File: src/rtl/mvbr_pkg.sv
// Shared types and constants for the majority-vote bit resampler.
// No dependencies; used by every module of the block.
package mvbr_pkg;

    localparam int MAX_WINDOW  = 1024;
    localparam int SAMPLE_W    = 8;
    localparam int CFG_W       = 24;
    localparam int PHASE_W     = 25;
    localparam int COUNT_W     = 11;
    localparam int FRAC_BITS   = 14;

    localparam logic [PHASE_W-1:0] ONE_SAMPLE_Q14 = PHASE_W'(1 << FRAC_BITS);
    localparam logic [PHASE_W:0]   WIN_TOP_Q14    = (PHASE_W+1)'(MAX_WINDOW * (1 << FRAC_BITS));
    localparam logic [COUNT_W-1:0] COUNT_MAX      = {COUNT_W{1'b1}};

    // Configuration register indexes
    localparam logic CFG_WINDOW_LEN = 1'b0;
    localparam logic CFG_MARGIN     = 1'b1;

    localparam logic [CFG_W-1:0] WINDOW_RESET = CFG_W'(3069000);
    localparam logic [CFG_W-1:0] MARGIN_RESET = CFG_W'(306900);

    typedef struct packed {
        logic decided_bit;
        logic lock_lost;
    } t_result;

endpackage

File: src/rtl/mvbr_core.sv
// Lock tracking, vote counting and window phase for the resampler.
// Depends on mvbr_pkg; state advances once for each word fired in.
module mvbr_core import mvbr_pkg::*; (
    input  logic                i_clk,
    input  logic                i_rst_n,
    input  logic                i_fire,
    input  logic [SAMPLE_W-1:0] i_sample,
    input  logic [CFG_W-1:0]    i_window_len_q14,
    input  logic [CFG_W-1:0]    i_unlock_margin_q14,
    output logic                o_has_result,
    output t_result             o_result
);

    logic                r_locked,     n_locked;
    logic                r_prev_valid;
    logic [SAMPLE_W-1:0] r_prev_sample;
    logic [PHASE_W-1:0]  r_phase,      n_phase;
    logic [COUNT_W-1:0]  r_ones,       n_ones;
    logic [COUNT_W-1:0]  r_zeros,      n_zeros;

    logic               go;
    logic [COUNT_W-1:0] ones_cnt, zeros_cnt, diff;
    logic [PHASE_W:0]   win_eff, ph, ph_wrap;
    logic               hit, lost;

    always_comb begin
        // Clamp the window to [one sample, MAX_WINDOW samples]
        win_eff = {{(PHASE_W+1-CFG_W){1'b0}}, i_window_len_q14};
        if (win_eff < {1'b0, ONE_SAMPLE_Q14}) begin
            win_eff = {1'b0, ONE_SAMPLE_Q14};
        end
        if (win_eff > WIN_TOP_Q14) begin
            win_eff = WIN_TOP_Q14;
        end

        go = r_locked || (r_prev_valid && (i_sample != r_prev_sample));

        // A fresh lock starts from cleared counters and phase
        ones_cnt  = r_locked ? r_ones  : '0;
        zeros_cnt = r_locked ? r_zeros : '0;
        if (i_sample != '0) begin
            if (ones_cnt != COUNT_MAX) ones_cnt = ones_cnt + 1'b1;
        end else begin
            if (zeros_cnt != COUNT_MAX) zeros_cnt = zeros_cnt + 1'b1;
        end

        ph      = {1'b0, (r_locked ? r_phase : '0)} + {1'b0, ONE_SAMPLE_Q14};
        hit     = go && (ph >= win_eff);
        ph_wrap = ph - win_eff;

        diff = (ones_cnt > zeros_cnt) ? (ones_cnt - zeros_cnt) : (zeros_cnt - ones_cnt);
        lost = {diff, {FRAC_BITS{1'b0}}} < {1'b0, i_unlock_margin_q14};

        o_has_result         = hit;
        o_result.decided_bit = ones_cnt > zeros_cnt;
        o_result.lock_lost   = lost;

        n_locked = go && !(hit && lost);
        n_phase  = r_phase;
        n_ones   = r_ones;
        n_zeros  = r_zeros;
        if (go) begin
            n_phase = hit ? ph_wrap[PHASE_W-1:0] : ph[PHASE_W-1:0];
            n_ones  = hit ? '0 : ones_cnt;
            n_zeros = hit ? '0 : zeros_cnt;
        end
    end

    always_ff @(posedge i_clk) begin
        if (!i_rst_n) begin
            r_locked      <= 1'b0;
            r_prev_valid  <= 1'b0;
            r_prev_sample <= '0;
            r_phase       <= '0;
            r_ones        <= '0;
            r_zeros       <= '0;
        end else if (i_fire) begin
            r_locked      <= n_locked;
            r_prev_valid  <= 1'b1;
            r_prev_sample <= i_sample;
            r_phase       <= n_phase;
            r_ones        <= n_ones;
            r_zeros       <= n_zeros;
        end
    end

endmodule

File: src/rtl/majority_vote_bit_resampler.sv
// Datapath: a sample word waits in the input register r_in_sample; a decision
// it closes is registered in r_out. Throughput: one sample word per cycle; the
// input stage holds only while a decision is waiting on a stalled output register.
// Reset: synchronous, active low; clears lock, counters, phase and valids,
// and loads the default window and margin registers.
module majority_vote_bit_resampler import mvbr_pkg::*; (
    input  logic                i_clk,
    input  logic                i_rst_n,
    input  logic                i_in_valid,
    output logic                o_in_stall,
    input  logic [SAMPLE_W-1:0] i_sample,
    output logic                o_out_valid,
    input  logic                i_out_stall,
    output logic                o_decided_bit,
    output logic                o_lock_lost,
    input  logic                i_cfg_valid,
    output logic                o_cfg_ready,
    input  logic                i_cfg_index,
    input  logic [CFG_W-1:0]    i_cfg_data
);

    logic [CFG_W-1:0]    r_window_len_q14;
    logic [CFG_W-1:0]    r_unlock_margin_q14;
    logic                r_in_valid;
    logic [SAMPLE_W-1:0] r_in_sample;
    logic                r_out_valid;
    t_result             r_out;

    logic    fire, has_result;
    t_result result;

    // Fire unless a decision would land on a full, stalled output register
    assign fire        = r_in_valid && (!has_result || !r_out_valid || !i_out_stall);
    assign o_in_stall  = r_in_valid && !fire;
    assign o_cfg_ready = 1'b1;

    assign o_out_valid   = r_out_valid;
    assign o_decided_bit = r_out.decided_bit;
    assign o_lock_lost   = r_out.lock_lost;

    mvbr_core u_core (
        .i_clk               (i_clk),
        .i_rst_n             (i_rst_n),
        .i_fire              (fire),
        .i_sample            (r_in_sample),
        .i_window_len_q14    (r_window_len_q14),
        .i_unlock_margin_q14 (r_unlock_margin_q14),
        .o_has_result        (has_result),
        .o_result            (result)
    );

    always_ff @(posedge i_clk) begin
        if (!i_rst_n) begin
            r_window_len_q14    <= WINDOW_RESET;
            r_unlock_margin_q14 <= MARGIN_RESET;
        end else if (i_cfg_valid) begin
            unique case (i_cfg_index)
                CFG_WINDOW_LEN: r_window_len_q14    <= i_cfg_data;
                CFG_MARGIN:     r_unlock_margin_q14 <= i_cfg_data;
                default:        r_window_len_q14    <= r_window_len_q14;
            endcase
        end
    end

    always_ff @(posedge i_clk) begin
        if (!i_rst_n) begin
            r_in_valid <= 1'b0;
        end else if (!o_in_stall) begin
            r_in_valid <= i_in_valid;
        end
    end

    always_ff @(posedge i_clk) begin
        if (i_in_valid && !o_in_stall) begin
            r_in_sample <= i_sample;
        end
    end

    always_ff @(posedge i_clk) begin
        if (!i_rst_n) begin
            r_out_valid <= 1'b0;
        end else if (fire && has_result) begin
            r_out_valid <= 1'b1;
        end else if (!i_out_stall) begin
            r_out_valid <= 1'b0;
        end
    end

    always_ff @(posedge i_clk) begin
        if (fire && has_result) begin
            r_out <= result;
        end
    end

endmodule

File: config.mk
export PLATFORM = sky130hd
export DESIGN_NAME = majority_vote_bit_resampler
export DESIGN_NICKNAME = d
export VERILOG_FILES = /design/src/rtl/mvbr_pkg.sv /design/src/rtl/mvbr_core.sv /design/src/rtl/majority_vote_bit_resampler.sv
export SDC_FILE = /design/constraint.sdc
export NUM_CORES = 1
export LEC_CHECK = 0
export ABC_CLOCK_PERIOD_IN_PS = 5670
export BUFFER_PORTS_ARGS = -buffer_cell sky130_fd_sc_hd__buf_2
export CAP_MARGIN = 40
export CORE_MARGIN = 2
export CORE_UTILIZATION = 56
export CTS_BUF_LIST = sky130_fd_sc_hd__clkbuf_4
export CTS_CLUSTER_SIZE = 14
export DETAILED_ROUTE_END_ITERATION = 6
export GPL_TIMING_DRIVEN = 0
export PLACE_DENSITY = 0.75
export SYNTH_ARGS = -nofsm -noshare
export SYNTH_HDL_FRONTEND = slang
export SYNTH_HIERARCHICAL = 1
export SYNTH_SLANG_ARGS = --single-unit
File: constraint.sdc
create_clock -name i_clk -period 5.67 [get_ports i_clk]
set_input_delay 0.8505 -clock i_clk [delete_from_list [all_inputs] [get_ports i_clk]]
set_output_delay 0.8505 -clock i_clk [all_outputs]
set_load 0.01 [all_outputs]
==> summary.md <==
| Metric | Value |
|---|---|
| Status | complete, no violations |
| Die Width | between 100 and 150 µm |
| Critical Path Start Type | register |
| Initial antenna violation count | 1 |
| Die height | around 120 µm |
| Synth Flop Type | dfxtp_1 |
| CP max stage delay | approximately 0.4 ns |
| Die area | 14670 µm² |
| Hold Vio Cnt, Final | 0 |
| # nets final | 1151 |
| Cell area after synthesis | 7681 µm² |
| Synth-to-Final Area Change | 13.72% |
| Measured slew at the worst slew-check pin | roughly 0.66 ns |
| Seq/Total Area, Yosys | between 30% and 40% |
| Largest cells by area after synthesis | dfxtp_1 (28%), ha_1 (9.4%), nand2_1 (9.0%) |
| Setup violators final | 0 |
| Residual overflow from global routing | 0 |
| Slew Limit Fails | 0 |
| Top-area cell type share of the netlist area | 27.89% |
| Vias/cell | ~5.7 |
| # IOs | 43 |
| Rows | 42 |
| Post-synth EDFFs | 10 |
| Pleak | ~3.6 nW |
| RSZ-0062 raised after global routing | true |
| Root Buffer | clkbuf_4 |
| CP required | between 6 and 7 ns |
| Port Buffer Count | 41 |
| CP delay by family, top | simple AND/OR/NAND/NOR gates |
| CTS H-tree depth | 4 |
| Setup TNS | 0 ns |
| CP endpoint kind | register |
| Post-Synthesis Cells | just under 1000 |
| Library cells used by synthesis | 68 |
| Routed len/inst | ~16 µm |
| Async set-reset flop share out of synthesis | 0% |
| Hold WS | between 0.4 and 0.5 ns |
| Clock-pin slew of the registers on the worst-case setup and hold paths | around 0.11 ns |
| Syn_area_per_cell | 7.822 µm² |
| Share of cells above drive strength 1 | ~15% |
| Pre-Repair DR Iteration Count | 5 |
| Crit path buf inv count | 6 |
| CTS hold repair buffers | 0 |
| GRT Resource Usage Total | a little over a quarter |
| Initial Util | between 50% and 60% |
| Worst endpoint data arrival time | ~6 ns |
| Crit path kind | reg -> reg |
| Final instance count without filler cells | around 1200 |
| # DRC | 0 |
| CTS Buffer Depth | 2 |
| CTS Sinks | ~120 |
| Vias in the first global route | about 6400 |
| Clock Skew | 0.01488 ns |
| YS warnings | 6 |
| Worst skew pair latency | 0.56 ns |
| Starting DRT DRC Count | roughly 590 |
| Worst Path Max Fanout | 10 |
| Crit share post-route | between 90 and 100% |
| Cell Area, Placed | between 8000 and 9000 µm² |
| First-pass GRT wire length | 31510 µm |
| DR vias | 7103 |
| TritonCTS clock tree | built |
| Cts bufs inserted | 17 |
| Hold Path Class | in -> reg |
| Synth Register Bits | between 100 and 150 |
| GP Congestion | 0.9421 |
| ANT nets after route | 0 |
| Cell taking the most area after synthesis | dfxtp_1 |
| Final Critical Period | approximately 5.5 ns |
| Most frequent cells in the layout | nand2_1 (184), dfxtp_1 (106), a21oi_1 (67), nand3_1 (59), ha_1 (54) |
| Total routed wirelength | ~20000 µm |
| Post-DP HPWL | between 10000 and 15000 µm |
| Worst rel slew slack | between 50% and 60% |
| Commonest non-fill, non-tap cell in the layout | nand2_1 |
| Largest net degree at the start of global routing | 17 |
| Pwr/cell area | between 150 and 200 nW/µm² |
| Maximum vdd drop | 0.1861 mV |
| Syn nets | between 1000 and 1500 |
| Max cap viols | 0 |
| CP max-delay cell | dfxtp_4 |
| Design area | slightly below 9000 µm² |
| Placed Cells | 1200 |
| Highest Clock Rate | ~180 MHz |
| Core ar. | approximately 13000 µm² |
==> cells in the mapped netlist (6+ instances only) <==
library cell	count
nand2_1	185
dfxtp_1	107
a21oi_1	71
nand3_1	61
ha_1	58
nor2_1	58
inv_1	51
xnor2_1	36
clkbuf_1	27
and2_1	24
xor2_1	21
nand4_1	20
a21o_1	18
mux2i_1	18
o21ai_1	18
a21boi_1	16
a21boi_0	14
o21ai_0	13
a22o_1	11
buf_2	11
edfxtp_1	10
nor4_1	10
nor2b_1	9
nor3_1	9
o211ai_1	7
o21a_1	7
a31oi_1	6
nand2b_1	6
o21bai_1	6
==> registers in the layout (all words and copies together) (netlist names), 8 cells and up <==
register / flops
r_window_len_q14: 24
u_core/r_prev_sample: 8
u_core/r_ones: 11
r_unlock_margin_q14: 24
u_core/r_zeros: 11
u_core/r_phase: 25
r_in_sample: 8
==> path summary, 6_finish.rpt <==
kind | from | endpoint | slack (ns) | depth (start not counted)
setup / recovery | u_core/r_locked$_SDFFE_PN0P_ | u_core/r_phase[20]$_SDFFE_PN0P_ | 0.20 | 26
hold / removal | i_sample[5] | r_in_sample[5]$_DFFE_PP_ | 0.46 | 1
setup reg to reg | u_core/r_locked$_SDFFE_PN0P_ | u_core/r_phase[20]$_SDFFE_PN0P_ | 0.20 | 26
hold reg to reg | r_window_len_q14[2]$_SDFFE_PN0P_ | r_window_len_q14[2]$_SDFFE_PN0P_ | 0.47 | 2
==> layout make-up <==
| class | count | area [µm²] |
|---|---|---|
| antenna | 1 | 2.502 |
| buffer | 45 | 267.8 |
| clock buffer | 18 | 135.1 |
| clock inverter | 14 | 123.9 |
| fill | 1158 | 4561 |
| inverter | 57 | 214.0 |
| multi-input combinational | 760 | 5022 |
| sequential | 117 | 2446 |
| tap | 176 | 220.2 |
| timing repair buffer | 54 | 302.8 |
==> worst reg2reg max path, stage by stage (launching register included) <==
cell      delay (ns)
dfxtp_4         0.39
buf_8           0.15
buf_8           0.15
clkbuf_4        0.25
clkbuf_4        0.25
and2_1          0.15
ha_1            0.19
nand3_1         0.18
nor2_2          0.18
and3_1          0.19
xnor2_1         0.12
nor2_1          0.08
ha_1            0.35
nand2_1         0.11
nor2_2          0.06
a22oi_1         0.18
o211ai_1        0.14
nor3_2          0.26
a21boi_4        0.13
buf_4           0.16
a31oi_2         0.31
and2_1          0.39
nand2_1         0.13
nor2_1          0.31
buf_2           0.31
nand4_1         0.17
o211ai_1        0.12
==> report_power, final <==
| part | switching, mW | internal (mW) |
|---|---|---|
| Combinational | 0.124 | 0.0846 |
| Sequential | 0.0228 | 0.864 |
| Clock | 0.355 | 0.226 |
| Total | 0.502 | 1.17 |
==> through the flow <==
step,setup slack [ns],util [%],total power [mW]
5_1_grt,-0.05802,65.70,1.745
2_1_floorplan,0.1092,-,1.037
3_5_place_dp,-1.108,61.03,1.100
3_3_place_gp,-1.142,60.97,1.098
6_report,0.1957,65.70,1.677
4_1_cts,0.01206,64.03,1.681
==> layer usage <==
metal | vias to the layer above | wire length [µm] | part of all wire, % | global-route usage, %
met3 | 35 | 1429 | 7.2 | 5.968
met2 | 257 | 8740 | 44 | 41.01
li1 | 3536 | - | - | -
met1 | 3275 | 9351 | 47 | 39.25
met4 | 0 | 421 | 2.1 | 8.866
met5 | - | 0 | 0 | 0
==> kinds of logic (layout without fill, tap and decap cells) <==
logic type               after synthesis  in the layout  synth area share, %
AO/OA/AOI/OAI                        218            218                18.42
XOR/XNOR                              57             57                6.499
adder cells (fa/ha/maj)               61             61                10.23
buffers and inverters                105            188                5.945
flip-flops                           117            117                31.80
multiplexers                          25             25                3.421
other                                  1              2              0.04882
AND/OR/NAND/NOR                      398            398                23.64
==> what timing repair did <==
action | 4_1_cts | 5_1_grt
endpoints found under the hold margin | 0 | 0
setup endpoints to repair | 69 | 28
pin swaps | 4 | 13
gates resized for setup | 28 | 39
setup buffers | 4 | 8
(Power assumes the default switching activity.)
